File: config.mk
export PLATFORM = sky130hd
export DESIGN_NAME = temp_humid_frame_decoder
export DESIGN_NICKNAME = d
export VERILOG_FILES = /design/src/rtl/core/thd_pkg.sv /design/src/rtl/core/thd_conv.sv /design/src/rtl/core/temp_humid_frame_decoder.sv
export VERILOG_INCLUDE_DIRS = /design/src /design/src/rtl/core
export SDC_FILE = /design/constraint.sdc
export NUM_CORES = 1
export LEC_CHECK = 0
export ABC_CLOCK_PERIOD_IN_PS = 14400
export BUFFER_PORTS_ARGS = -buffer_cell sky130_fd_sc_hd__buf_4
export CAP_MARGIN = 20
export CELL_PAD_IN_SITES_DETAIL_PLACEMENT = 1
export CELL_PAD_IN_SITES_GLOBAL_PLACEMENT = 2
export CORE_UTILIZATION = 46
export CTS_CLUSTER_SIZE = 24
export DETAILED_ROUTE_END_ITERATION = 10
export PLACE_DENSITY = 0.95
export SLEW_MARGIN = 10
export SYNTH_ARGS = -nofsm -noshare
export SYNTH_HDL_FRONTEND = slang
export SYNTH_HIERARCHICAL = 1
export SYNTH_SLANG_ARGS = --single-unit
File: constraint.sdc
create_clock -name clk -period 14.4 [get_ports clk]
set_input_delay 2.88 -clock clk [delete_from_list [all_inputs] [get_ports clk]]
set_output_delay 2.88 -clock clk [all_outputs]
set_load 0.05 [all_outputs]
File: src/rtl/core/assert_macros.svh
// ----------------------------------------------------------------------------
// assert_macros.svh
// shared concurrent assertion macros, clocked on clk, off during reset
// ----------------------------------------------------------------------------
`ifndef ASSERT_MACROS_SVH
`define ASSERT_MACROS_SVH

// same-cycle implication
`define THD_ASSERT_NOW(lbl, ante, cons) \
  lbl: assert property (@(posedge clk) disable iff (!rst_n) (ante) |-> (cons)) \
    else $error("assertion failed");

// next-cycle implication
`define THD_ASSERT_NEXT(lbl, ante, cons) \
  lbl: assert property (@(posedge clk) disable iff (!rst_n) (ante) |=> (cons)) \
    else $error("assertion failed");

`endif

File: src/rtl/core/thd_pkg.sv
// ----------------------------------------------------------------------------
// thd_pkg
// shared types, constants and crc function of the measurement frame decoder
// ----------------------------------------------------------------------------
`default_nettype none

package thd_pkg;

  localparam logic [7:0]  CRC_POLY    = 8'h31;
  localparam logic [7:0]  CRC_INIT    = 8'hFF;
  localparam logic [14:0] TEMP_SCALE  = 15'd17500;
  localparam logic [13:0] HUMID_SCALE = 14'd10000;
  localparam logic [14:0] TEMP_OFFSET = 15'd4500;
  localparam logic [16:0] FULL_SCALE  = 17'd65535;

  typedef enum logic [2:0] {
    POS_TEMP_MSB  = 3'd0,
    POS_TEMP_LSB  = 3'd1,
    POS_TEMP_CRC  = 3'd2,
    POS_HUMID_MSB = 3'd3,
    POS_HUMID_LSB = 3'd4,
    POS_HUMID_CRC = 3'd5
  } pos_t;

  typedef enum logic [1:0] {
    ST_OK        = 2'd0,
    ST_TEMP_CRC  = 2'd1,
    ST_HUMID_CRC = 2'd2
  } frame_status_t;

  typedef struct packed {
    logic [15:0]   temp_raw;
    logic [15:0]   humid_raw;
    frame_status_t status;
  } thd_frame_t;

  // crc-8, msb first, one byte
  function automatic logic [7:0] thd_crc8(input logic [7:0] crc, input logic [7:0] b);
    logic [7:0] c;
    c = crc ^ b;
    for (int i = 0; i < 8; i++) begin
      if (c[7]) begin
        c = {c[6:0], 1'b0} ^ CRC_POLY;
      end else begin
        c = {c[6:0], 1'b0};
      end
    end
    return c;
  endfunction

endpackage

`default_nettype wire

File: src/rtl/core/thd_conv.sv
// ----------------------------------------------------------------------------
// thd_conv
// converts raw words to hundredths: scale product stage, then floor divide
// by 65535 with one correction step into the result register
// ----------------------------------------------------------------------------
`default_nettype none
`include "assert_macros.svh"

module thd_conv import thd_pkg::*; (
  input  wire logic               clk,
  input  wire logic               rst_n,
  input  wire logic               req_valid,
  output logic                    req_ready,
  input  wire thd_frame_t         req,
  output logic                    out_valid,
  input  wire logic               out_ready,
  output logic signed [14:0]      out_temp_centi,
  output logic        [13:0]      out_humid_centi,
  output logic        [15:0]      out_temp_raw,
  output logic        [15:0]      out_humid_raw,
  output logic        [1:0]       out_frame_status
);

  logic        p_valid_r;
  logic [30:0] p_temp_prod_r;
  logic [29:0] p_humid_prod_r;
  thd_frame_t  p_frame_r;

  logic        out_valid_r;
  logic [14:0] out_temp_r;
  logic [13:0] out_humid_r;
  thd_frame_t  out_frame_r;

  logic        o_free;
  logic        p_free;

  logic [14:0] t_q;
  logic [16:0] t_rem;
  logic [14:0] t_floor;
  logic [13:0] h_q;
  logic [16:0] h_rem;
  logic [13:0] h_floor;
  logic [14:0] temp_nxt;
  logic [13:0] humid_nxt;

  assign o_free    = !out_valid_r || out_ready;
  assign p_free    = !p_valid_r || o_free;
  assign req_ready = p_free;

  // x = q*65536 + lo = q*65535 + (q + lo), and q + lo < 2*65535
  always_comb begin
    t_q     = p_temp_prod_r[30:16];
    t_rem   = {1'b0, p_temp_prod_r[15:0]} + {2'b00, t_q};
    t_floor = t_q + ((t_rem >= FULL_SCALE) ? 15'd1 : 15'd0);
    h_q     = p_humid_prod_r[29:16];
    h_rem   = {1'b0, p_humid_prod_r[15:0]} + {3'b000, h_q};
    h_floor = h_q + ((h_rem >= FULL_SCALE) ? 14'd1 : 14'd0);
    if (p_frame_r.status == ST_OK) begin
      temp_nxt  = t_floor - TEMP_OFFSET;
      humid_nxt = h_floor;
    end else begin
      temp_nxt  = '0;
      humid_nxt = '0;
    end
  end

  always_ff @(posedge clk) begin
    if (!rst_n) begin
      p_valid_r   <= 1'b0;
      out_valid_r <= 1'b0;
    end else begin
      if (p_free) begin
        p_valid_r <= req_valid;
      end
      if (o_free) begin
        out_valid_r <= p_valid_r;
      end
    end
  end

  always_ff @(posedge clk) begin
    if (p_free && req_valid) begin
      p_temp_prod_r  <= 31'(TEMP_SCALE) * 31'(req.temp_raw);
      p_humid_prod_r <= 30'(HUMID_SCALE) * 30'(req.humid_raw);
      p_frame_r      <= req;
    end
    if (o_free && p_valid_r) begin
      out_temp_r  <= temp_nxt;
      out_humid_r <= humid_nxt;
      out_frame_r <= p_frame_r;
    end
  end

  assign out_valid        = out_valid_r;
  assign out_temp_centi   = $signed(out_temp_r);
  assign out_humid_centi  = out_humid_r;
  assign out_temp_raw     = out_frame_r.temp_raw;
  assign out_humid_raw    = out_frame_r.humid_raw;
  assign out_frame_status = out_frame_r.status;

  `THD_ASSERT_NOW(a_bad_crc_zero, out_valid_r && out_frame_r.status != ST_OK,
                  out_temp_r == '0 && out_humid_r == '0)
  `THD_ASSERT_NOW(a_humid_range, out_valid_r, out_humid_r <= HUMID_SCALE)
  `THD_ASSERT_NEXT(a_stage_moves, p_valid_r && o_free, out_valid_r)

endmodule

`default_nettype wire

File: src/rtl/core/temp_humid_frame_decoder.sv
// ----------------------------------------------------------------------------
// temp_humid_frame_decoder
// byte-wise frame parser with crc-8 checks and conversion to hundredths
// ----------------------------------------------------------------------------
// path: sixth frame byte -> s1 register -> product stage -> result register
// throughput: one byte per cycle while in_ready holds, set by the byte-wide crc step
// reset: synchronous rst_n clears position, words and all valid flags, crc to 0xff
// ----------------------------------------------------------------------------
`default_nettype none
`include "assert_macros.svh"

module temp_humid_frame_decoder import thd_pkg::*; (
  input  wire logic          clk,
  input  wire logic          rst_n,
  input  wire logic          in_valid,
  output logic               in_ready,
  input  wire logic [7:0]    in_rx_byte,
  input  wire logic          in_frame_start,
  output logic               out_valid,
  input  wire logic          out_ready,
  output logic signed [14:0] out_temp_centi,
  output logic        [13:0] out_humid_centi,
  output logic        [15:0] out_temp_raw,
  output logic        [15:0] out_humid_raw,
  output logic        [1:0]  out_frame_status
);

  pos_t        pos_r;
  pos_t        pos_nxt;
  pos_t        pos_eff;
  logic [7:0]  crc_r;
  logic [7:0]  crc_nxt;
  logic [7:0]  crc_in;
  logic [7:0]  crc_step;
  logic [15:0] temp_word_r;
  logic [15:0] temp_word_nxt;
  logic [15:0] humid_word_r;
  logic [15:0] humid_word_nxt;
  logic        temp_good_r;
  logic        temp_good_nxt;
  logic        frame_done;
  thd_frame_t  frame_nxt;

  logic        s1_valid_r;
  thd_frame_t  s1_frame_r;
  logic        s1_free;
  logic        conv_ready;
  logic        in_accept;

  assign s1_free   = !s1_valid_r || conv_ready;
  assign in_ready  = s1_free;
  assign in_accept = in_valid && in_ready;

  always_comb begin
    if (in_frame_start || pos_r > POS_HUMID_CRC) begin
      pos_eff = POS_TEMP_MSB;
    end else begin
      pos_eff = pos_r;
    end
    if (pos_eff == POS_TEMP_MSB || pos_eff == POS_HUMID_MSB) begin
      crc_in = CRC_INIT;
    end else begin
      crc_in = crc_r;
    end
    crc_step = thd_crc8(crc_in, in_rx_byte);
  end

  always_comb begin
    pos_nxt        = pos_r;
    crc_nxt        = crc_r;
    temp_word_nxt  = temp_word_r;
    humid_word_nxt = humid_word_r;
    temp_good_nxt  = temp_good_r;
    frame_done     = 1'b0;
    frame_nxt      = '{temp_raw: temp_word_r, humid_raw: humid_word_r, status: ST_OK};
    case (pos_eff)
      POS_TEMP_MSB: begin
        temp_word_nxt = {in_rx_byte, 8'h00};
        crc_nxt       = crc_step;
        pos_nxt       = POS_TEMP_LSB;
      end
      POS_TEMP_LSB: begin
        temp_word_nxt = {temp_word_r[15:8], in_rx_byte};
        crc_nxt       = crc_step;
        pos_nxt       = POS_TEMP_CRC;
      end
      POS_TEMP_CRC: begin
        temp_good_nxt = (in_rx_byte == crc_r);
        crc_nxt       = CRC_INIT;
        pos_nxt       = POS_HUMID_MSB;
      end
      POS_HUMID_MSB: begin
        humid_word_nxt = {in_rx_byte, 8'h00};
        crc_nxt        = crc_step;
        pos_nxt        = POS_HUMID_LSB;
      end
      POS_HUMID_LSB: begin
        humid_word_nxt = {humid_word_r[15:8], in_rx_byte};
        crc_nxt        = crc_step;
        pos_nxt        = POS_HUMID_CRC;
      end
      POS_HUMID_CRC: begin
        crc_nxt    = CRC_INIT;
        pos_nxt    = POS_TEMP_MSB;
        frame_done = 1'b1;
        if (!temp_good_r) begin
          frame_nxt.status = ST_TEMP_CRC;
        end else if (in_rx_byte != crc_r) begin
          frame_nxt.status = ST_HUMID_CRC;
        end else begin
          frame_nxt.status = ST_OK;
        end
      end
      default: begin
        pos_nxt = POS_TEMP_MSB;
      end
    endcase
  end

  always_ff @(posedge clk) begin
    if (!rst_n) begin
      pos_r        <= POS_TEMP_MSB;
      crc_r        <= CRC_INIT;
      temp_word_r  <= '0;
      humid_word_r <= '0;
      temp_good_r  <= 1'b0;
      s1_valid_r   <= 1'b0;
    end else begin
      if (in_accept) begin
        pos_r        <= pos_nxt;
        crc_r        <= crc_nxt;
        temp_word_r  <= temp_word_nxt;
        humid_word_r <= humid_word_nxt;
        temp_good_r  <= temp_good_nxt;
      end
      if (s1_free) begin
        s1_valid_r <= in_accept && frame_done;
      end
    end
  end

  always_ff @(posedge clk) begin
    if (in_accept && frame_done) begin
      s1_frame_r <= frame_nxt;
    end
  end

  thd_conv u_conv (
    .clk              (clk),
    .rst_n            (rst_n),
    .req_valid        (s1_valid_r),
    .req_ready        (conv_ready),
    .req              (s1_frame_r),
    .out_valid        (out_valid),
    .out_ready        (out_ready),
    .out_temp_centi   (out_temp_centi),
    .out_humid_centi  (out_humid_centi),
    .out_temp_raw     (out_temp_raw),
    .out_humid_raw    (out_humid_raw),
    .out_frame_status (out_frame_status)
  );

  `THD_ASSERT_NOW(a_pos_legal, 1'b1, pos_r <= POS_HUMID_CRC)
  `THD_ASSERT_NEXT(a_frame_request, in_accept && pos_eff == POS_HUMID_CRC, s1_valid_r)
  `THD_ASSERT_NEXT(a_start_realign, in_accept && in_frame_start, pos_r == POS_TEMP_LSB)

endmodule

`default_nettype wire
==> results by group <==
Global routing
  – Global-route wire length before repair: 57800 microns
  – Overall routing resource usage: 21.7%
  – Vias in the first global route: 11100
  – Initial antenna violation count: 0
  – Largest net degree at the start of global routing: 75
  – Congestion Overflow GR: 0

STA
  – Final setup TNS: 0 ns
  – Hold Fails Final Rpt: 0
  – Fmax: 149 MHz
  – RSZ-0062 raised after global routing: false
  – Tmin final: 6.71 ns
  – Rel. slew slack: 34.7%
  – Final WS setup: 7.69 ns
  – Final Cycle Share: 46.6%
  – Max-slew violations: 0
  – Worst Tran Pin Value: 0.980 ns
  – Hold WS: 0.411 ns
  – Setup Skew: 0.0116 ns
  – # setup viols final: 0

Floorplanning
  – Core ar.: 32500 sq um
  – Row count: 66
  – DIE AREA: 33800 sq um
  – # IOs: 78
  – Initial core utilization: 46.8%
  – Die height: 184 microns
  – Width of the die: 184 microns

Clock network
  – Clock Sinks: 228
  – Post-CTS sizing: 0
  – Root buffer cell: clkbuf_16
  – CTS tree: done
  – Cts-stage hold buffer count: 0
  – Postcts setup bufs: 0
  – Clock transition at path regs: 0.07 ns
  – TritonCTS buffer count: 27
  – Clk Latency, worst-skew pair: 0.54 ns
  – Max clock buf depth: 3
  – H-tree Lvls: 1

Pwr
  – Total power: 1450 uW
  – Cell-internal power: 1140 uW
  – Clock group share of total power: 47.3%
  – Sw frac: 21.4%
  – Leakage: 0.00770 uW
  – Pwr/cell area: 84.1 nW/um^2
  – VDD IR max: 80.0 uV
  – Combinational group share of total power: 3.4%
  – NetSw: 310 uW
  – Flop pwr share: 49.3%

Critical path
  – Worst EP arrival: 3.83 ns
  – CP Max Fanout: 5
  – Worst Setup End Kind: output pin
  – Critical-path cell list: buf_4, nor2b_1, nand2_1, nand2b_1, buf_4
  – CP Depth: 5
  – Buffers and inverters on the worst path: 2
  – Most used cell, CP: buf_4
  – Startpoint Class: primary input
  – CP delay by family, top: simple AND/OR/NAND/NOR gates
  – Crit-path slowest cell: nor2b_1
  – Reg-to-reg startpoint: s1_frame_r[6]
  – Slowest stage delay, CP: 0.30 ns
  – Crit path kind: in -> out
  – End point of the critical path: in_ready
  – Reg-to-reg endpoint: u_conv/p_humid_prod_r[28]
  – Worst Reg2Reg Path Length in Cells: 20
  – Req. time, crit path: 11.52 ns
  – R2r setup slk: 9.20 ns
  – CP startpoint: out_ready

Drt
  – Via count: 10200
  – Drt pass-1 iters: 5
  – Antenna Nets Post-Route: 0
  – Final WL: 35400 microns
  – DR vias/cell: 5.31
  – 1st-iter DRT viols: 426
  – Residual DRC: 0
  – DR WL/cell: 18.5 microns

Synth
  – Syn Inst Count: 1367
  – Mapped Area: 15200 sq um
  – Async SR Flop Fraction: 0%
  – Post-synth EDFFs: 181
  – Seq/Total Area, Yosys: 41.9%
  – Synth Warn #: 6
  – Seq cells post-synth: 228
  – Yosys cell types: 77
  – Mapped Nets: 1657
  – Syn_area_per_cell: 11.1 sq um
  – Top FF cell, synth: edfxtp_1

Placed design
  – Setup WS pre-CTS: 7.68 ns
  – Routability-driven placement congestion ratio: 0.943
  – Post-DP HPWL: 27000 microns
  – Placed Cells: 1868
  – Port bufs: 77

Worst hold path
  – Hold Crit Class: reg -> reg

Layout
  – Area Overhead vs Synth: 13.0%
  – Nets: 1745
  – Filler cells: 3523
  – Fin cells: 1916
  – Share of cells above drive strength 1: 10.1%
  – N_diodes: 0

Run status
  – Status: finished clean

Job
  – MaxCap Viol Count: 0
==> power by group through the flow <==
stage                     Sequential, uW  Combinational [uW]  Clock [uW]
after CTS                            713                49.6         701
after global routing                 714                54.0         723
final                                713                49.4         685
after floorplan                      725                37.8           0
after global placement               727                47.6           0
after detailed placement             727                49.1           0
==> routing by layer <==
layer / part of all wire (%) / global-route usage [%] / vias to the layer above
met3: 2.8 / 2.46 / 55
met2: 50 / 39.1 / 148
li1: - / - / 4914
met1: 45 / 27.4 / 5050
met4: 2.4 / 5.57 / 0
met5: 0 / 0 / -
==> cell usage after synthesis (5+ instances only) <==
cell      count  area share [%]
a21oi_1      66             2.2
a31oi_1       8            0.33
a22oi_1      16            0.79
xnor2_1      52             3.0
nor3_1       14            0.46
o21bai_1      9            0.44
fa_1         82              11
nand4_1      12            0.49
nand2b_1      5            0.21
inv_1       226             5.6
a21o_1       24             1.2
and2_1       11            0.45
and3_1        5            0.21
o21ai_0      27            0.89
xor2_1       35             2.0
a211oi_1     12            0.59
or3_1         7            0.29
edfxtp_1    181              36
nor2_1      105             2.6
nor2b_1       7            0.29
nand3_1      18            0.59
a211o_1       5            0.29
o21a_1        8            0.39
nand2_1      71             1.8
mux2i_1      11            0.72
dfxtp_1      47             6.2
nor4_1       10            0.41
clkbuf_1     17            0.42
o211ai_1      7            0.35
ha_1        195              16
==> worst reg2reg max path, stage by stage, from the launching register on <==
cell	delay (ns)
edfxtp_1	0.49
inv_1	0.17
fa_1	0.55
inv_1	0.05
ha_1	0.27
inv_1	0.05
fa_1	0.53
inv_1	0.04
ha_1	0.27
inv_1	0.05
fa_1	0.50
inv_1	0.04
ha_1	0.40
nand4_1	0.13
o22ai_1	0.17
nor2_1	0.10
a311oi_2	0.30
a21oi_2	0.12
or3_4	0.40
a211o_1	0.27
o2111ai_1	0.10
==> registers in the layout, indices dropped and copies added, names as in the netlist <==
name	count
crc_r	8
humid_word_r	16
pos_r	3
s1_frame_r	34
s1_valid_r	1
temp_good_r	1
temp_word_r	16
u_conv/out_frame_status	2
u_conv/out_humid_centi	14
u_conv/out_humid_raw	16
u_conv/out_temp_centi	15
u_conv/out_temp_raw	16
u_conv/out_valid	1
u_conv/p_frame_r	34
u_conv/p_humid_prod_r	22
u_conv/p_temp_prod_r	28
u_conv/p_valid_r	1
==> cell usage in the layout, fill, tap and decap left out, types with 4 or more instances in the layout <==
master,instances
edfxtp_1,181
nand4_1,12
a211o_1,5
xor2_1,35
o211ai_1,7
and2_1,10
and3_1,5
a21oi_1,66
a21o_1,24
clkinv_2,5
clkbuf_16,29
dfxtp_1,47
or2_2,4
nor2_1,104
nand2b_1,5
nor2b_1,6
mux2i_1,11
o21bai_1,9
or3_1,7
ha_1,195
a31oi_1,8
a22oi_1,16
o21ai_0,27
nand3_1,18
a211oi_1,12
fa_1,82
nand2_1,71
inv_1,226
nor4_1,10
xnor2_1,52
nor3_1,14
buf_4,81
o21a_1,8
==> worst min path at each step <==
stage / start / endpoint / slack (ns) / depth (start not counted)
floorplan: u_conv/p_frame_r[12] / u_conv/out_humid_raw[10] / 0.40 / 0
global placement: u_conv/p_frame_r[17] / u_conv/out_humid_raw[15] / 0.40 / 0
detailed placement: u_conv/p_frame_r[27] / u_conv/out_temp_raw[9] / 0.41 / 0
CTS: u_conv/p_frame_r[27] / u_conv/out_temp_raw[9] / 0.41 / 0
global route: u_conv/p_frame_r[33] / u_conv/out_temp_raw[15] / 0.41 / 0
finish: u_conv/p_frame_r[33] / u_conv/out_temp_raw[15] / 0.41 / 0
==> per-stage QoR <==
stage	util (%)	cell area, sq um
after detailed placement	50.1	16300
after global placement	50.1	16300
final	52.9	17200
after CTS	52.9	17200
after global routing	52.9	17200
after floorplan	-	15200
==> cell families after synthesis <==
group	after synthesis	share of synthesized area [%]
adder cells (fa/ha/maj)	277	26.8
XOR/XNOR	90	5.42
multiplexers	12	0.797
AND/OR/NAND/NOR	288	9.02
flip-flops	228	41.9
AO/OA/AOI/OAI	223	9.90
buffers and inverters	249	6.17
==> cell type report <==
cell class	instances	area, sq um	area share (%)
clock buffers	33	751	4.36
clock inverters	15	146	0.851
inverters	227	852	4.95
multi-input cells	890	7920	46.0
flip-flops and latches	228	6380	37.1
well taps	442	553	3.21
repair buffers	81	608	3.53
Note: power is estimated with default switching activity, not from simulation.
